### config.mk
export PLATFORM = sky130hd
export DESIGN_NAME = spark_tachometer_ema_core
export DESIGN_NICKNAME = d
export VERILOG_FILES = /design/src/design/ste_pkg.sv /design/src/design/ste_mul.sv /design/src/design/ste_div.sv /design/src/design/spark_tachometer_ema_core.sv
export SDC_FILE = /design/constraint.sdc
export NUM_CORES = 1
export LEC_CHECK = 0
export ABC_AREA = 1
export BUFFER_PORTS_ARGS = -buffer_cell sky130_fd_sc_hd__buf_2
export CAP_MARGIN = 20
export CORE_ASPECT_RATIO = 0.5
export CORE_MARGIN = 8
export CORE_UTILIZATION = 34
export DETAILED_ROUTE_END_ITERATION = 10
export PLACE_DENSITY = 0.47
export SLEW_MARGIN = 20
export SYNTH_ARGS = -nofsm -noshare
export SYNTH_HDL_FRONTEND = slang
export SYNTH_SLANG_ARGS = --single-unit
### constraint.sdc
create_clock -name aclk -period 7.8 [get_ports aclk]
set_input_delay 1.17 -clock aclk [delete_from_list [all_inputs] [get_ports aclk]]
set_output_delay 1.17 -clock aclk [all_outputs]
set_load 0.005 [all_outputs]
### src/design/ste_pkg.sv
// Shared types and constants of the spark tachometer with averaged rpm.
package ste_pkg;

    // Sequencer states of the top level.
    typedef enum logic [2:0] {
        ST_IDLE,
        ST_EVAL,
        ST_CHECK,
        ST_LOWMUL,
        ST_LOWCMP,
        ST_DIV,
        ST_EMAMUL,
        ST_DONE
    } state_t;

    // Configuration register indexes.
    localparam int CFG_IDX_W  = 3;
    localparam int CFG_DATA_W = 24;
    localparam logic [CFG_IDX_W-1:0] REG_HOLDOFF   = 3'd0;
    localparam logic [CFG_IDX_W-1:0] REG_TIMEOUT   = 3'd1;
    localparam logic [CFG_IDX_W-1:0] REG_CONFIRM   = 3'd2;
    localparam logic [CFG_IDX_W-1:0] REG_THRESHOLD = 3'd3;
    localparam logic [CFG_IDX_W-1:0] REG_ALPHA     = 3'd4;
    localparam logic [CFG_IDX_W-1:0] REG_CRITICAL  = 3'd5;

    // Register widths.
    localparam int HOLDOFF_W = 20;
    localparam int TIMEOUT_W = 24;
    localparam int CONFIRM_W = 4;
    localparam int FRAC_W    = 8;
    localparam int ALPHA_W   = 9;
    localparam int RPM_W     = 16;

    // Register reset values.
    localparam logic [HOLDOFF_W-1:0] HOLDOFF_RST  = 20'd3750;
    localparam logic [TIMEOUT_W-1:0] TIMEOUT_RST  = 24'd300000;
    localparam logic [CONFIRM_W-1:0] CONFIRM_RST  = 4'd5;
    localparam logic [FRAC_W-1:0]    FRAC_RST     = 8'd51;
    localparam logic [ALPHA_W-1:0]   ALPHA_RST    = 9'd77;
    localparam logic [RPM_W-1:0]     CRITICAL_RST = 16'd6000;

    // Unity weight of the average in Q8.
    localparam logic [ALPHA_W-1:0] ALPHA_ONE = 9'd256;

    // Low-sample counter ceiling.
    localparam logic [CONFIRM_W-1:0] CNT_MAX = 4'd15;

    // Largest reportable rpm.
    localparam logic [RPM_W-1:0] RPM_MAX = 16'hFFFF;

    // Microseconds per minute, the dividend of the rpm division.
    localparam int QUO_W = 26;
    localparam logic [QUO_W-1:0] RPM_SCALE = 26'd60000000;

    // Reset value of the tracked minimum before masking to the sample width.
    localparam int MIN_RST = 1023;

endpackage

### src/design/ste_mul.sv
// Bit-serial signed by unsigned multiplier, one multiplier bit per cycle.
module ste_mul #(
    parameter int MCAND_W = 17
) (
    input  logic                                      aclk,
    input  logic                                      aresetn,
    input  logic                                      start,
    input  logic signed [MCAND_W-1:0]                 mcand,
    input  logic        [ste_pkg::ALPHA_W-1:0]        mplier,
    output logic                                      done,
    output logic signed [MCAND_W+ste_pkg::ALPHA_W-1:0] prod
);
    import ste_pkg::*;

    localparam int PW    = MCAND_W + ALPHA_W;
    localparam int CNT_W = $clog2(ALPHA_W + 1);

    logic                busy_reg,   busy_next;
    logic                done_reg,   done_next;
    logic [CNT_W-1:0]    cnt_reg,    cnt_next;
    logic signed [PW-1:0] mcand_reg, mcand_next;
    logic [ALPHA_W-1:0]  mplier_reg, mplier_next;
    logic signed [PW-1:0] acc_reg,   acc_next;

    always_comb begin
        busy_next   = busy_reg;
        done_next   = 1'b0;
        cnt_next    = cnt_reg;
        mcand_next  = mcand_reg;
        mplier_next = mplier_reg;
        acc_next    = acc_reg;
        if (start) begin
            busy_next   = 1'b1;
            cnt_next    = CNT_W'(ALPHA_W);
            mcand_next  = PW'(mcand);
            mplier_next = mplier;
            acc_next    = '0;
        end else if (busy_reg) begin
            if (mplier_reg[0]) begin
                acc_next = acc_reg + mcand_reg;
            end
            mcand_next  = mcand_reg <<< 1;
            mplier_next = mplier_reg >> 1;
            cnt_next    = cnt_reg - 1'b1;
            if (cnt_reg == CNT_W'(1)) begin
                busy_next = 1'b0;
                done_next = 1'b1;
            end
        end
    end

    always_ff @(posedge aclk) begin
        if (!aresetn) begin
            busy_reg <= 1'b0;
            done_reg <= 1'b0;
        end else begin
            busy_reg <= busy_next;
            done_reg <= done_next;
        end
    end

    always_ff @(posedge aclk) begin
        cnt_reg    <= cnt_next;
        mcand_reg  <= mcand_next;
        mplier_reg <= mplier_next;
        acc_reg    <= acc_next;
    end

    assign done = done_reg;
    assign prod = acc_reg;

endmodule

### src/design/ste_div.sv
// Restoring divider of the constant minute in microseconds by a period, one quotient bit per cycle.
module ste_div #(
    parameter int DIVISOR_W = 32
) (
    input  logic                        aclk,
    input  logic                        aresetn,
    input  logic                        start,
    input  logic [DIVISOR_W-1:0]        divisor,
    output logic                        done,
    output logic [ste_pkg::QUO_W-1:0]   quotient
);
    import ste_pkg::*;

    localparam int CNT_W = $clog2(QUO_W + 1);

    logic                 busy_reg, busy_next;
    logic                 done_reg, done_next;
    logic [CNT_W-1:0]     cnt_reg,  cnt_next;
    logic [DIVISOR_W-1:0] div_reg,  div_next;
    logic [DIVISOR_W-1:0] rem_reg,  rem_next;
    logic [QUO_W-1:0]     quo_reg,  quo_next;
    logic [DIVISOR_W:0]   trial;
    logic [DIVISOR_W:0]   diff;
    logic                 fits;

    always_comb begin
        trial     = {rem_reg, quo_reg[QUO_W-1]};
        diff      = trial - {1'b0, div_reg};
        fits      = trial >= {1'b0, div_reg};
        busy_next = busy_reg;
        done_next = 1'b0;
        cnt_next  = cnt_reg;
        div_next  = div_reg;
        rem_next  = rem_reg;
        quo_next  = quo_reg;
        if (start) begin
            busy_next = 1'b1;
            cnt_next  = CNT_W'(QUO_W);
            div_next  = divisor;
            rem_next  = '0;
            quo_next  = RPM_SCALE;
        end else if (busy_reg) begin
            // A zero divisor always fits, so the quotient comes out all ones.
            rem_next = fits ? diff[DIVISOR_W-1:0] : trial[DIVISOR_W-1:0];
            quo_next = {quo_reg[QUO_W-2:0], fits};
            cnt_next = cnt_reg - 1'b1;
            if (cnt_reg == CNT_W'(1)) begin
                busy_next = 1'b0;
                done_next = 1'b1;
            end
        end
    end

    always_ff @(posedge aclk) begin
        if (!aresetn) begin
            busy_reg <= 1'b0;
            done_reg <= 1'b0;
        end else begin
            busy_reg <= busy_next;
            done_reg <= done_next;
        end
    end

    always_ff @(posedge aclk) begin
        cnt_reg <= cnt_next;
        div_reg <= div_next;
        rem_reg <= rem_next;
        quo_reg <= quo_next;
    end

    assign done     = done_reg;
    assign quotient = quo_reg;

endmodule

### src/design/spark_tachometer_ema_core.sv
// Top level of the ignition-pulse tachometer with an exponentially averaged rpm.
// Each input beat yields one result beat. A sample with detection off passes EVAL and
// CHECK only; a tested sample also runs a 9-step serial multiply, and a confirmed spark
// adds the 26-step serial divider and a second 9-step serial multiply.
// The block takes one sample at a time; the output register lets the next sample in.
// Reset (aresetn, synchronous, active low) restores the registers and tracked state.
module spark_tachometer_ema_core #(
    parameter int SAMPLE_BITS = 10,
    parameter int TIME_BITS   = 32
) (
    input  logic                              aclk,
    input  logic                              aresetn,

    input  logic                              cfg_valid,
    output logic                              cfg_ready,
    input  logic [ste_pkg::CFG_IDX_W-1:0]     cfg_index,
    input  logic [ste_pkg::CFG_DATA_W-1:0]    cfg_data,

    input  logic                              s_valid,
    output logic                              s_ready,
    input  logic [SAMPLE_BITS-1:0]            s_sample,
    input  logic [TIME_BITS-1:0]              s_timestamp_us,

    output logic                              m_valid,
    input  logic                              m_ready,
    output logic [ste_pkg::RPM_W-1:0]         m_rpm_average,
    output logic                              m_spark_seen,
    output logic                              m_range_ready,
    output logic                              m_over_critical
);
    import ste_pkg::*;

    // The multiplier serves both the threshold product (span by fraction) and the
    // average update (signed rpm difference by weight), so it is as wide as the larger.
    localparam int MUL_W = (SAMPLE_BITS + 1 > RPM_W + 1) ? SAMPLE_BITS + 1 : RPM_W + 1;
    localparam int PROD_W = MUL_W + ALPHA_W;
    // Width of the low test: sample*256 + frac*span stays below 2^(SAMPLE_BITS+9).
    localparam int LOW_W = SAMPLE_BITS + FRAC_W + 1;
    localparam logic [SAMPLE_BITS-1:0] LVL_MIN_RST = SAMPLE_BITS'(MIN_RST);

    // Configuration registers.
    logic [HOLDOFF_W-1:0] holdoff_reg;
    logic [TIMEOUT_W-1:0] timeout_reg;
    logic [CONFIRM_W-1:0] confirm_reg;
    logic [FRAC_W-1:0]    frac_reg;
    logic [ALPHA_W-1:0]   alpha_reg;
    logic [RPM_W-1:0]     critical_reg;

    // Sequencer and tracked state.
    state_t                 state_reg,      state_next;
    logic [SAMPLE_BITS-1:0] lvl_max_reg,    lvl_max_next;
    logic [SAMPLE_BITS-1:0] lvl_min_reg,    lvl_min_next;
    logic [CONFIRM_W-1:0]   low_cnt_reg,    low_cnt_next;
    logic [TIME_BITS-1:0]   last_spark_reg, last_spark_next;
    logic [RPM_W-1:0]       avg_reg,        avg_next;
    logic                   m_valid_reg,    m_valid_next;

    // Per-sample working registers.
    logic [SAMPLE_BITS-1:0] smp_reg,     smp_next;
    logic [TIME_BITS-1:0]   ts_reg,      ts_next;
    logic                   ready_reg,   ready_next;
    logic [TIME_BITS-1:0]   elapsed_reg, elapsed_next;
    logic [SAMPLE_BITS-1:0] span_reg,    span_next;
    logic                   spark_reg,   spark_next;

    // Output payload registers.
    logic [RPM_W-1:0] m_rpm_average_reg,   m_rpm_average_next;
    logic             m_spark_seen_reg,    m_spark_seen_next;
    logic             m_range_ready_reg,   m_range_ready_next;
    logic             m_over_critical_reg, m_over_critical_next;

    // Serial unit connections.
    logic                     mul_start;
    logic signed [MUL_W-1:0]  mul_mcand;
    logic [ALPHA_W-1:0]       mul_mplier;
    logic                     mul_done;
    logic signed [PROD_W-1:0] mul_prod;
    logic                     div_start;
    logic                     div_done;
    logic [QUO_W-1:0]         div_quo;

    // Intermediate combinational values.
    logic [LOW_W-1:0]         low_lhs;
    logic [LOW_W-1:0]         low_rhs;
    logic                     is_low;
    logic [CONFIRM_W-1:0]     cnt_upd;
    logic [RPM_W-1:0]         rpm_sat;
    logic signed [RPM_W:0]    rpm_diff;
    logic [ALPHA_W-1:0]       alpha_sat;
    logic signed [PROD_W-1:0] avg_sum;

    ste_mul #(
        .MCAND_W (MUL_W)
    ) u_mul (
        .aclk    (aclk),
        .aresetn (aresetn),
        .start   (mul_start),
        .mcand   (mul_mcand),
        .mplier  (mul_mplier),
        .done    (mul_done),
        .prod    (mul_prod)
    );

    ste_div #(
        .DIVISOR_W (TIME_BITS)
    ) u_div (
        .aclk     (aclk),
        .aresetn  (aresetn),
        .start    (div_start),
        .divisor  (elapsed_reg),
        .done     (div_done),
        .quotient (div_quo)
    );

    // Configuration is always accepted and lands at once; the host must write only
    // while no sample is in flight, which the block itself does not enforce.
    assign cfg_ready = 1'b1;

    always_ff @(posedge aclk) begin
        if (!aresetn) begin
            holdoff_reg  <= HOLDOFF_RST;
            timeout_reg  <= TIMEOUT_RST;
            confirm_reg  <= CONFIRM_RST;
            frac_reg     <= FRAC_RST;
            alpha_reg    <= ALPHA_RST;
            critical_reg <= CRITICAL_RST;
        end else if (cfg_valid && cfg_ready) begin
            case (cfg_index)
                REG_HOLDOFF:   holdoff_reg  <= cfg_data[HOLDOFF_W-1:0];
                REG_TIMEOUT:   timeout_reg  <= cfg_data[TIMEOUT_W-1:0];
                REG_CONFIRM:   confirm_reg  <= cfg_data[CONFIRM_W-1:0];
                REG_THRESHOLD: frac_reg     <= cfg_data[FRAC_W-1:0];
                REG_ALPHA:     alpha_reg    <= cfg_data[ALPHA_W-1:0];
                REG_CRITICAL:  critical_reg <= cfg_data[RPM_W-1:0];
                default: begin
                end
            endcase
        end
    end

    // The block takes one sample at a time; it is open only between samples.
    assign s_ready = (state_reg == ST_IDLE);

    always_comb begin
        // A sample is low when it lies below max minus the fraction of the span,
        // compared in Q8 so that no precision is lost.
        low_lhs = LOW_W'({smp_reg, 8'h00}) + mul_prod[LOW_W-1:0];
        low_rhs = LOW_W'({lvl_max_reg, 8'h00});
        is_low  = low_lhs < low_rhs;

        if (is_low) begin
            cnt_upd = (low_cnt_reg == CNT_MAX) ? CNT_MAX : low_cnt_reg + 1'b1;
        end else begin
            cnt_upd = (low_cnt_reg == '0) ? '0 : low_cnt_reg - 1'b1;
        end

        // Any quotient bit above the rpm width means the period was too short to report.
        rpm_sat   = (|div_quo[QUO_W-1:RPM_W]) ? RPM_MAX : div_quo[RPM_W-1:0];
        rpm_diff  = $signed({1'b0, rpm_sat}) - $signed({1'b0, avg_reg});
        alpha_sat = (alpha_reg > ALPHA_ONE) ? ALPHA_ONE : alpha_reg;

        // (a*rpm + (256-a)*avg) >> 8 equals avg + floor(a*(rpm-avg) / 256).
        avg_sum = PROD_W'($signed({1'b0, avg_reg})) + (mul_prod >>> 8);

        state_next           = state_reg;
        lvl_max_next         = lvl_max_reg;
        lvl_min_next         = lvl_min_reg;
        low_cnt_next         = low_cnt_reg;
        last_spark_next      = last_spark_reg;
        avg_next             = avg_reg;
        m_valid_next         = m_valid_reg;
        smp_next             = smp_reg;
        ts_next              = ts_reg;
        ready_next           = ready_reg;
        elapsed_next         = elapsed_reg;
        span_next            = span_reg;
        spark_next           = spark_reg;
        m_rpm_average_next   = m_rpm_average_reg;
        m_spark_seen_next    = m_spark_seen_reg;
        m_range_ready_next   = m_range_ready_reg;
        m_over_critical_next = m_over_critical_reg;
        mul_start            = 1'b0;
        mul_mcand            = MUL_W'($signed({1'b0, span_reg}));
        mul_mplier           = ALPHA_W'(frac_reg);
        div_start            = 1'b0;

        if (m_valid_reg && m_ready) begin
            m_valid_next = 1'b0;
        end

        case (state_reg)
            ST_IDLE: begin
                if (s_valid) begin
                    smp_next   = s_sample;
                    ts_next    = s_timestamp_us;
                    spark_next = 1'b0;
                    if (s_sample > lvl_max_reg) begin
                        lvl_max_next = s_sample;
                    end
                    if (s_sample < lvl_min_reg) begin
                        lvl_min_next = s_sample;
                    end
                    state_next = ST_EVAL;
                end
            end
            ST_EVAL: begin
                ready_next   = lvl_max_reg > lvl_min_reg;
                elapsed_next = ts_reg - last_spark_reg;
                span_next    = lvl_max_reg - lvl_min_reg;
                state_next   = ST_CHECK;
            end
            ST_CHECK: begin
                // Detection and the timeout are both skipped until the range is known
                // and the hold-off since the last spark has passed.
                if (ready_reg && (elapsed_reg >= TIME_BITS'(holdoff_reg))) begin
                    mul_start  = 1'b1;
                    state_next = ST_LOWMUL;
                end else begin
                    state_next = ST_DONE;
                end
            end
            ST_LOWMUL: begin
                if (mul_done) begin
                    state_next = ST_LOWCMP;
                end
            end
            ST_LOWCMP: begin
                if (cnt_upd >= confirm_reg) begin
                    spark_next      = 1'b1;
                    last_spark_next = ts_reg;
                    low_cnt_next    = '0;
                    div_start       = 1'b1;
                    state_next      = ST_DIV;
                end else begin
                    low_cnt_next = cnt_upd;
                    // After a spark the elapsed time is zero, so only this path times out.
                    if (elapsed_reg > TIME_BITS'(timeout_reg)) begin
                        avg_next = '0;
                    end
                    state_next = ST_DONE;
                end
            end
            ST_DIV: begin
                if (div_done) begin
                    mul_start  = 1'b1;
                    mul_mcand  = MUL_W'(rpm_diff);
                    mul_mplier = alpha_sat;
                    state_next = ST_EMAMUL;
                end
            end
            ST_EMAMUL: begin
                if (mul_done) begin
                    avg_next   = avg_sum[RPM_W-1:0];
                    state_next = ST_DONE;
                end
            end
            ST_DONE: begin
                // Hand the result to the output register as soon as it is free.
                if (!m_valid_reg || m_ready) begin
                    m_valid_next         = 1'b1;
                    m_rpm_average_next   = avg_reg;
                    m_spark_seen_next    = spark_reg;
                    m_range_ready_next   = ready_reg;
                    m_over_critical_next = avg_reg > critical_reg;
                    state_next           = ST_IDLE;
                end
            end
            default: begin
                state_next = ST_IDLE;
            end
        endcase
    end

    always_ff @(posedge aclk) begin
        if (!aresetn) begin
            state_reg      <= ST_IDLE;
            lvl_max_reg    <= '0;
            lvl_min_reg    <= LVL_MIN_RST;
            low_cnt_reg    <= '0;
            last_spark_reg <= '0;
            avg_reg        <= '0;
            m_valid_reg    <= 1'b0;
        end else begin
            state_reg      <= state_next;
            lvl_max_reg    <= lvl_max_next;
            lvl_min_reg    <= lvl_min_next;
            low_cnt_reg    <= low_cnt_next;
            last_spark_reg <= last_spark_next;
            avg_reg        <= avg_next;
            m_valid_reg    <= m_valid_next;
        end
    end

    always_ff @(posedge aclk) begin
        smp_reg             <= smp_next;
        ts_reg              <= ts_next;
        ready_reg           <= ready_next;
        elapsed_reg         <= elapsed_next;
        span_reg            <= span_next;
        spark_reg           <= spark_next;
        m_rpm_average_reg   <= m_rpm_average_next;
        m_spark_seen_reg    <= m_spark_seen_next;
        m_range_ready_reg   <= m_range_ready_next;
        m_over_critical_reg <= m_over_critical_next;
    end

    assign m_valid         = m_valid_reg;
    assign m_rpm_average   = m_rpm_average_reg;
    assign m_spark_seen    = m_spark_seen_reg;
    assign m_range_ready   = m_range_ready_reg;
    assign m_over_critical = m_over_critical_reg;

`ifndef SYNTHESIS
    // A confirmed spark can only come from a sample tested against a known range.
    a_spark_needs_range: assert property (@(posedge aclk) disable iff (!aresetn)
        (m_valid && m_spark_seen) |-> m_range_ready)
        else $error("spark reported without a valid range");

    // The multiplier finishes only while the sequencer waits for it.
    a_mul_done_state: assert property (@(posedge aclk) disable iff (!aresetn)
        mul_done |-> (state_reg == ST_LOWMUL || state_reg == ST_EMAMUL))
        else $error("multiplier finished outside a multiply state");

    // The divider finishes only while the sequencer waits for it.
    a_div_done_state: assert property (@(posedge aclk) disable iff (!aresetn)
        div_done |-> (state_reg == ST_DIV))
        else $error("divider finished outside the divide state");

    // A confirmed spark restarts the low-sample count.
    a_spark_clears_count: assert property (@(posedge aclk) disable iff (!aresetn)
        (state_reg == ST_LOWCMP && div_start) |=> (low_cnt_reg == '0))
        else $error("low counter not cleared after a spark");
`endif

endmodule

Yosys cells after proc, flatten, opt, wreduce, memory -nomap -nowiden

Index checks and enable logic that the tools add are counted.

$lt $le $gt $ge: 10
Add/subtract/negate cells: 11
Reduce and logical (&&, ||, !) cells: 28
Eq/ne operators: 23
Bitwise operators: 3
Multiplexer cells: 46

Operators with widths:

| cell                                          | number |
|---|---|
| two-way mux 16 bit                            | 4 |
| subtractor 32 bit                             | 2 |
| two-way mux 26 bit                            | 2 |
| two-way mux 9 bit                             | 5 |
| two-way mux 17 bit                            | 2 |
| >= comparator 33 x 32 -> 1 bit                | 1 |
| >= comparator 32 x 20 -> 1 bit                | 1 |
| greater-than comparator 32 x 24 -> 1 bit      | 1 |
| two-way mux 32 bit                            | 1 |
| one-hot mux 16 bit (2 select lines)           | 1 |
| adder 26 bit                                  | 1 |
| one-hot mux 3 bit (8 select lines)            | 1 |
| greater-than comparator 10 bit                | 2 |
| AND reduction 2 bit                           | 10 |
| adder 18 x 19 -> 19 bit                       | 1 |
| less-than comparator 19 x 18 -> 1 bit         | 1 |
| == test 3 bit, second input constant          | 6 |
| two-way mux 3 bit                             | 6 |
| two-way mux 1 bit                             | 17 |
| subtractor 16 x 16 -> 17 bit                  | 1 |
| adder 16 bit                                  | 1 |
| greater-than comparator 16 bit                | 1 |
| two-way mux 4 bit                             | 4 |
| == test 3 x 2 -> 1 bit, second input constant | 4 |
| other kinds (27)                              | 45 |

Word-level logic and storage cells: 156
Input port bits: 74
Register bits: 426

Logic depth before layout (Yosys ltp)

Depth in word-level cells: 7
Gate-level depth with buffers: 29

Modules after synthesis

Synthesis repeated with hierarchy kept, for this count alone.

Cell total of the unflattened synthesis: 3577
Area total of the unflattened synthesis: 26776.9 um^2

Modules (own cells, without submodules):

| module                    | area each (um^2) | cells an instance | instances |
|---|---|---|---|
| spark_tachometer_ema_core | 15891.5          | 1938              | 1 |
| ste_div                   | 6398.6           | 976               | 1 |
| ste_mul                   | 4486.8           | 663               | 1 |

Least setup slack after synthesis

OpenSTA, ideal clock, no wires.

Kind: register to register
Start: reg smp_reg[0]
End: reg u_div.div_reg[0] (enable)
Cell stages (with the launch flop): 22
Required time: 7.391 ns
Slack: 3.121 ns
Data arrival time: 4.270 ns
Path buffers: 1
Cell sequence: edfxtp_1 -> ha_1 -> fa_1 -> a31oi_1 -> xor2_1 -> inv_1 -> ha_1 -> a21oi_1 -> nor2_1 -> nor2_1 -> nand2_1 -> nand2_1 -> nand2_1 -> nand2_1 -> nand4_1 -> and2_1 -> ha_1 -> nand2_1 -> o211ai_1 -> nand2_1 -> inv_1 -> clkbuf_1

Longest elaborated chain between the ends: 6

Ends and longest elaborated chain:

| what                                  | line                             | source |
|---|---|---|
| start, declared                       | spark_tachometer_ema_core.sv:59  | `logic [SAMPLE_BITS-1:0] smp_reg, smp_next;` |
| start signal, assigned                | spark_tachometer_ema_core.sv:295 | `smp_reg <= smp_next;` |
| adder 18 x 19 -> 19 bit               | spark_tachometer_ema_core.sv:147 | `low_lhs = LOW_W'({smp_reg, 8'h00}) + mul_prod[LOW_W-1:0];` |
| less-than comparator 19 x 18 -> 1 bit | spark_tachometer_ema_core.sv:149 | `is_low = low_lhs < low_rhs;` |
| two-way mux 4 bit                     | spark_tachometer_ema_core.sv:151 | `if (is_low) begin` |
| >= comparator 4 bit                   | spark_tachometer_ema_core.sv:228 | `if (cnt_upd >= confirm_reg) begin` |
| two-way mux 1 bit                     | spark_tachometer_ema_core.sv:228 |  |
| two-way mux 1 bit                     | spark_tachometer_ema_core.sv:191 | `case (state_reg)` |
| net div_start                         | spark_tachometer_ema_core.sv:78  | `logic div_start;` |
| end signal, assigned                  | ste_div.sv:66                    | `div_reg <= div_next;` |
| end, declared                         | ste_div.sv:19                    | `logic [DIVISOR_W-1:0] div_reg, div_next;` |

The timed path passes the listed nets, and every way through them passes these cells.
A chain may end at the register's enable or synchronous reset.

Final worst setup path

Start: reg smp_reg[0]
End: reg u_div.div_reg[24] (enable)

Longest elaborated chain between the ends: 6

Ends and longest elaborated chain:

| what                                  | line |
|---|---|
| adder 18 x 19 -> 19 bit               | spark_tachometer_ema_core.sv:147 |
| less-than comparator 19 x 18 -> 1 bit | spark_tachometer_ema_core.sv:149 |
| two-way mux 4 bit                     | spark_tachometer_ema_core.sv:151 |
| >= comparator 4 bit                   | spark_tachometer_ema_core.sv:228 |
| two-way mux 1 bit                     | spark_tachometer_ema_core.sv:228 |
| two-way mux 1 bit                     | spark_tachometer_ema_core.sv:191 |

No other way between the ends.

==> impl_metrics.json <==
{
  "syn_inst": 3374,
  "intPower_w": 0.005319,
  "initial_core_util_pct": 34.36,
  "hpwl_mm": 57.83,
  "cts_tree": "yes",
  "clock-sinks": 422,
  "fin_util_pct": 38.22,
  "via_per_inst": 4.842,
  "tightest_slew_ps": 969.9,
  "drc": 0,
  "swShare_pct": 39.89,
  "clock_skew_ps": 25.00,
  "fillCellCount": 7963,
  "r2r_cells": 21,
  "max_slew_margin_pct": 35.10,
  "p_per_area_nw_per_um2": 307.7,
  "yosysUniqueCellTypes": 54,
  "postCtsHoldBufs": 0,
  "cts.path.max_buffers": 3,
  "path_class": "reg -> reg",
  "hold_path.class": "reg -> reg",
  "layout_common_cells": "nand2_1, inv_1, a21oi_1",
  "status": "finished clean",
  "vias": 21761,
  "die_h_um": 211.0,
  "syn_area_um2": 25860,
  "path_max_fanout": 40,
  "portBuffers": 94,
  "grt_util_all_layers_pct": 17.46,
  "numCtsBuffers": 44,
  "worst_ep_required_time_ps": 8010,
  "async_reset_ff_share_pct": 0,
  "holdPathStages": 2,
  "finalHoldViolCount": 0,
  "post_cts_buffers": 0,
  "synth_fp_nets": 3690,
  "fin_crit_sh_pct": 62.44,
  "clock-root-buffer": "clkbuf_16",
  "drt-total-wl_mm": 75.73,
  "r2r-start": "smp_reg[0]$_DFFE_PP_",
  "hold_start": "frac_reg[7]$_SDFFE_PN0P_",
  "antenna_found_initial": 0,
  "drive_gt1_share_pct": 8.009,
  "dr.pass1.iters": 5,
  "mostFrequentLayoutCell": "nand2_1",
  "grt_overflow": 0,
  "max_freq_ghz": 0.2053,
  "hold_end": "frac_reg[7]$_SDFFE_PN0P_",
  "htreeDepth": 2,
  "worstReg2RegEnd": "u_div.div_reg[24]$_DFFE_PP_",
  "cap_viol_max_count": 0,
  "yosysSeqAreaShare_pct": 39.25,
  "insertion_delay_ps": 600,
  "reg2reg_slack_ps": 2930,
  "synth_seq_cells": 422,
  "arrival_ps": 5080,
  "worst_setup_path_start_kind": "flop",
  "holdWs_ps": 450.9,
  "rsz0062_at_grt": "no",
  "grt_max_degree": 92,
  "gp_congestion": 0.9130,
  "min_period_ps": 4870,
  "yosysWarnings": 0,
  "rows": 71,
  "grt_pass1_wl_mm": 119.7,
  "routedWlPerCell_um": 16.85,
  "drtIter0Drc": 1357,
  "die_area_um2": 85660,
  "critPathCaptureType": "flop",
  "switchingPower_w": 0.003530,
  "seqPwrFrac_pct": 37.0,
  "comb_power_share_pct": 38.1,
  "clock_power_share_pct": 24.9,
  "peakVddDrop_uv": 166.6,
  "nets": 3751,
  "cts_resized": 0,
  "setup_tns_ps": 0,
  "syn_avg_cell_area_um2": 7.663,
  "synth_edf_count": 170,
  "clkTransAtPathRegs_ps": 70,
  "ant_nets": 0,
  "drv_slew": 0,
  "die_x_um": 406.0,
  "grt_pass1_vias": 21190,
  "core_um2": 75240,
  "finalSetupViolations": 0,
  "p_leak_nw": 13.04,
  "synthFlopType": "dfxtp_1",
  "area_growth_pct": 11.22,
  "ioPinCount": 96
}
## critical path, stage by stage, from the launching register on
cell and delay [ps]:
edfxtp_1 370, ha_1 240, fa_1 460, a31oi_1 200, xor2_1 160, inv_1 60
ha_1 280, a21oi_1 130, nor2_1 50, nor2_1 80, nand2_1 60, nand2_1 50
nand2_1 50, nand2_1 160, nand4_1 140, and2_1 190, ha_1 290, nand2_1 50
o211ai_1 340, nand2_4 210, inv_2 380, buf_4 510
## worst max path at each step
stage / depth (start not counted) / from / end / slack, ps
floorplan: 21 / smp_reg[0]$_DFFE_PP_ / u_div.div_reg[0]$_DFFE_PP_ / 3120
global route: 25 / smp_reg[0]$_DFFE_PP_ / avg_reg[9]$_SDFFE_PN0P_ / 2510
global placement: 21 / smp_reg[0]$_DFFE_PP_ / u_div.div_reg[6]$_DFFE_PP_ / 2970
finish: 21 / smp_reg[0]$_DFFE_PP_ / u_div.div_reg[24]$_DFFE_PP_ / 2930
detailed placement: 21 / smp_reg[0]$_DFFE_PP_ / u_div.div_reg[24]$_DFFE_PP_ / 2930
CTS: 21 / smp_reg[0]$_DFFE_PP_ / u_div.div_reg[24]$_DFFE_PP_ / 2880
## cells in the mapped netlist, types with 4 or more instances
cell type	count	area share, %
nand4_1	67	1.6
nor3_1	32	0.62
nand2_1	806	12
nor4_1	8	0.19
a21o_1	14	0.41
buf_2	19	0.37
inv_1	455	6.6
o2111ai_1	4	0.14
o21ai_0	204	3.9
xnor2_1	28	0.95
or2_2	30	0.73
nor2_2	11	0.27
a21oi_1	355	6.9
xor2_1	51	1.7
fa_1	7	0.54
o211ai_1	32	0.93
inv_2	5	0.073
o21ai_1	4	0.077
nor2_1	217	3.2
nand3b_1	11	0.32
a31oi_1	5	0.12
o21bai_1	15	0.44
ha_1	235	11
o21a_1	4	0.12
edfxtp_1	170	20
nand3_1	192	3.7
dfxtp_1	252	20
nand2_2	6	0.15
buf_4	11	0.32
clkbuf_1	58	0.84
nand3_2	30	1.2
## cells by family (layout without fill, tap and decap cells)
logic type / Yosys count / count (layout) / share of synthesized area (%)
buffers and inverters: 557 / 654 / 8.493
and+or+nand+nor: 1423 / 1423 / 24.17
DFF: 422 / 422 / 39.25
AOI/OAI and AO/OA: 650 / 650 / 13.48
adders and majority gates: 242 / 242 / 11.91
xor gates and xnor gates: 79 / 79 / 2.676
other: 1 / 2 / 0.01450
## final cells by class
type	instances	area [um^2]	share of cell area [%]
clock buffers	55	1195	4.155
diodes	1	2.502	0.008702
flip-flops and latches	422	10150	35.31
inverters	463	1738	6.043
well taps	1022	1279	4.447
clock inverters	27	265.3	0.9224
repair buffers	109	585.6	2.036
multi-input cells	2395	13540	47.08
## power by group through the flow
| stage | clock network (W) | registers (W) | logic [W] |
|---|---|---|---|
| global placement | 0 | 0.00333 | 0.00337 |
| global route | 0.00236 | 0.00333 | 0.00388 |
| CTS | 0.00228 | 0.00329 | 0.00340 |
| detailed placement | 0 | 0.00333 | 0.00338 |
| floorplan | 0 | 0.00315 | 0.00250 |
| finish | 0.00220 | 0.00327 | 0.00337 |
## metal layers
metal / track usage, % / vias to the layer above / wire length (um)
li1: - / 11354 / -
met1: 24.53 / 10059 / 37750
met2: 28.56 / 264 / 33920
met3: 2.236 / 84 / 2537
met4: 4.048 / 0 / 1528
met5: 0 / - / 0
## metrics by stage
stage	area, um^2	total power, W	instances	setup slack [ps]
2_1_floorplan	25860	0.005646	3374	3121
3_3_place_gp	27290	0.006691	4411	2968
3_5_place_dp	27290	0.006708	4411	2926
4_1_cts	28750	0.008961	4493	2875
5_1_grt	28760	0.009568	4493	2512
6_report	28760	0.008850	4494	2930
(Power assumes the default switching activity.)
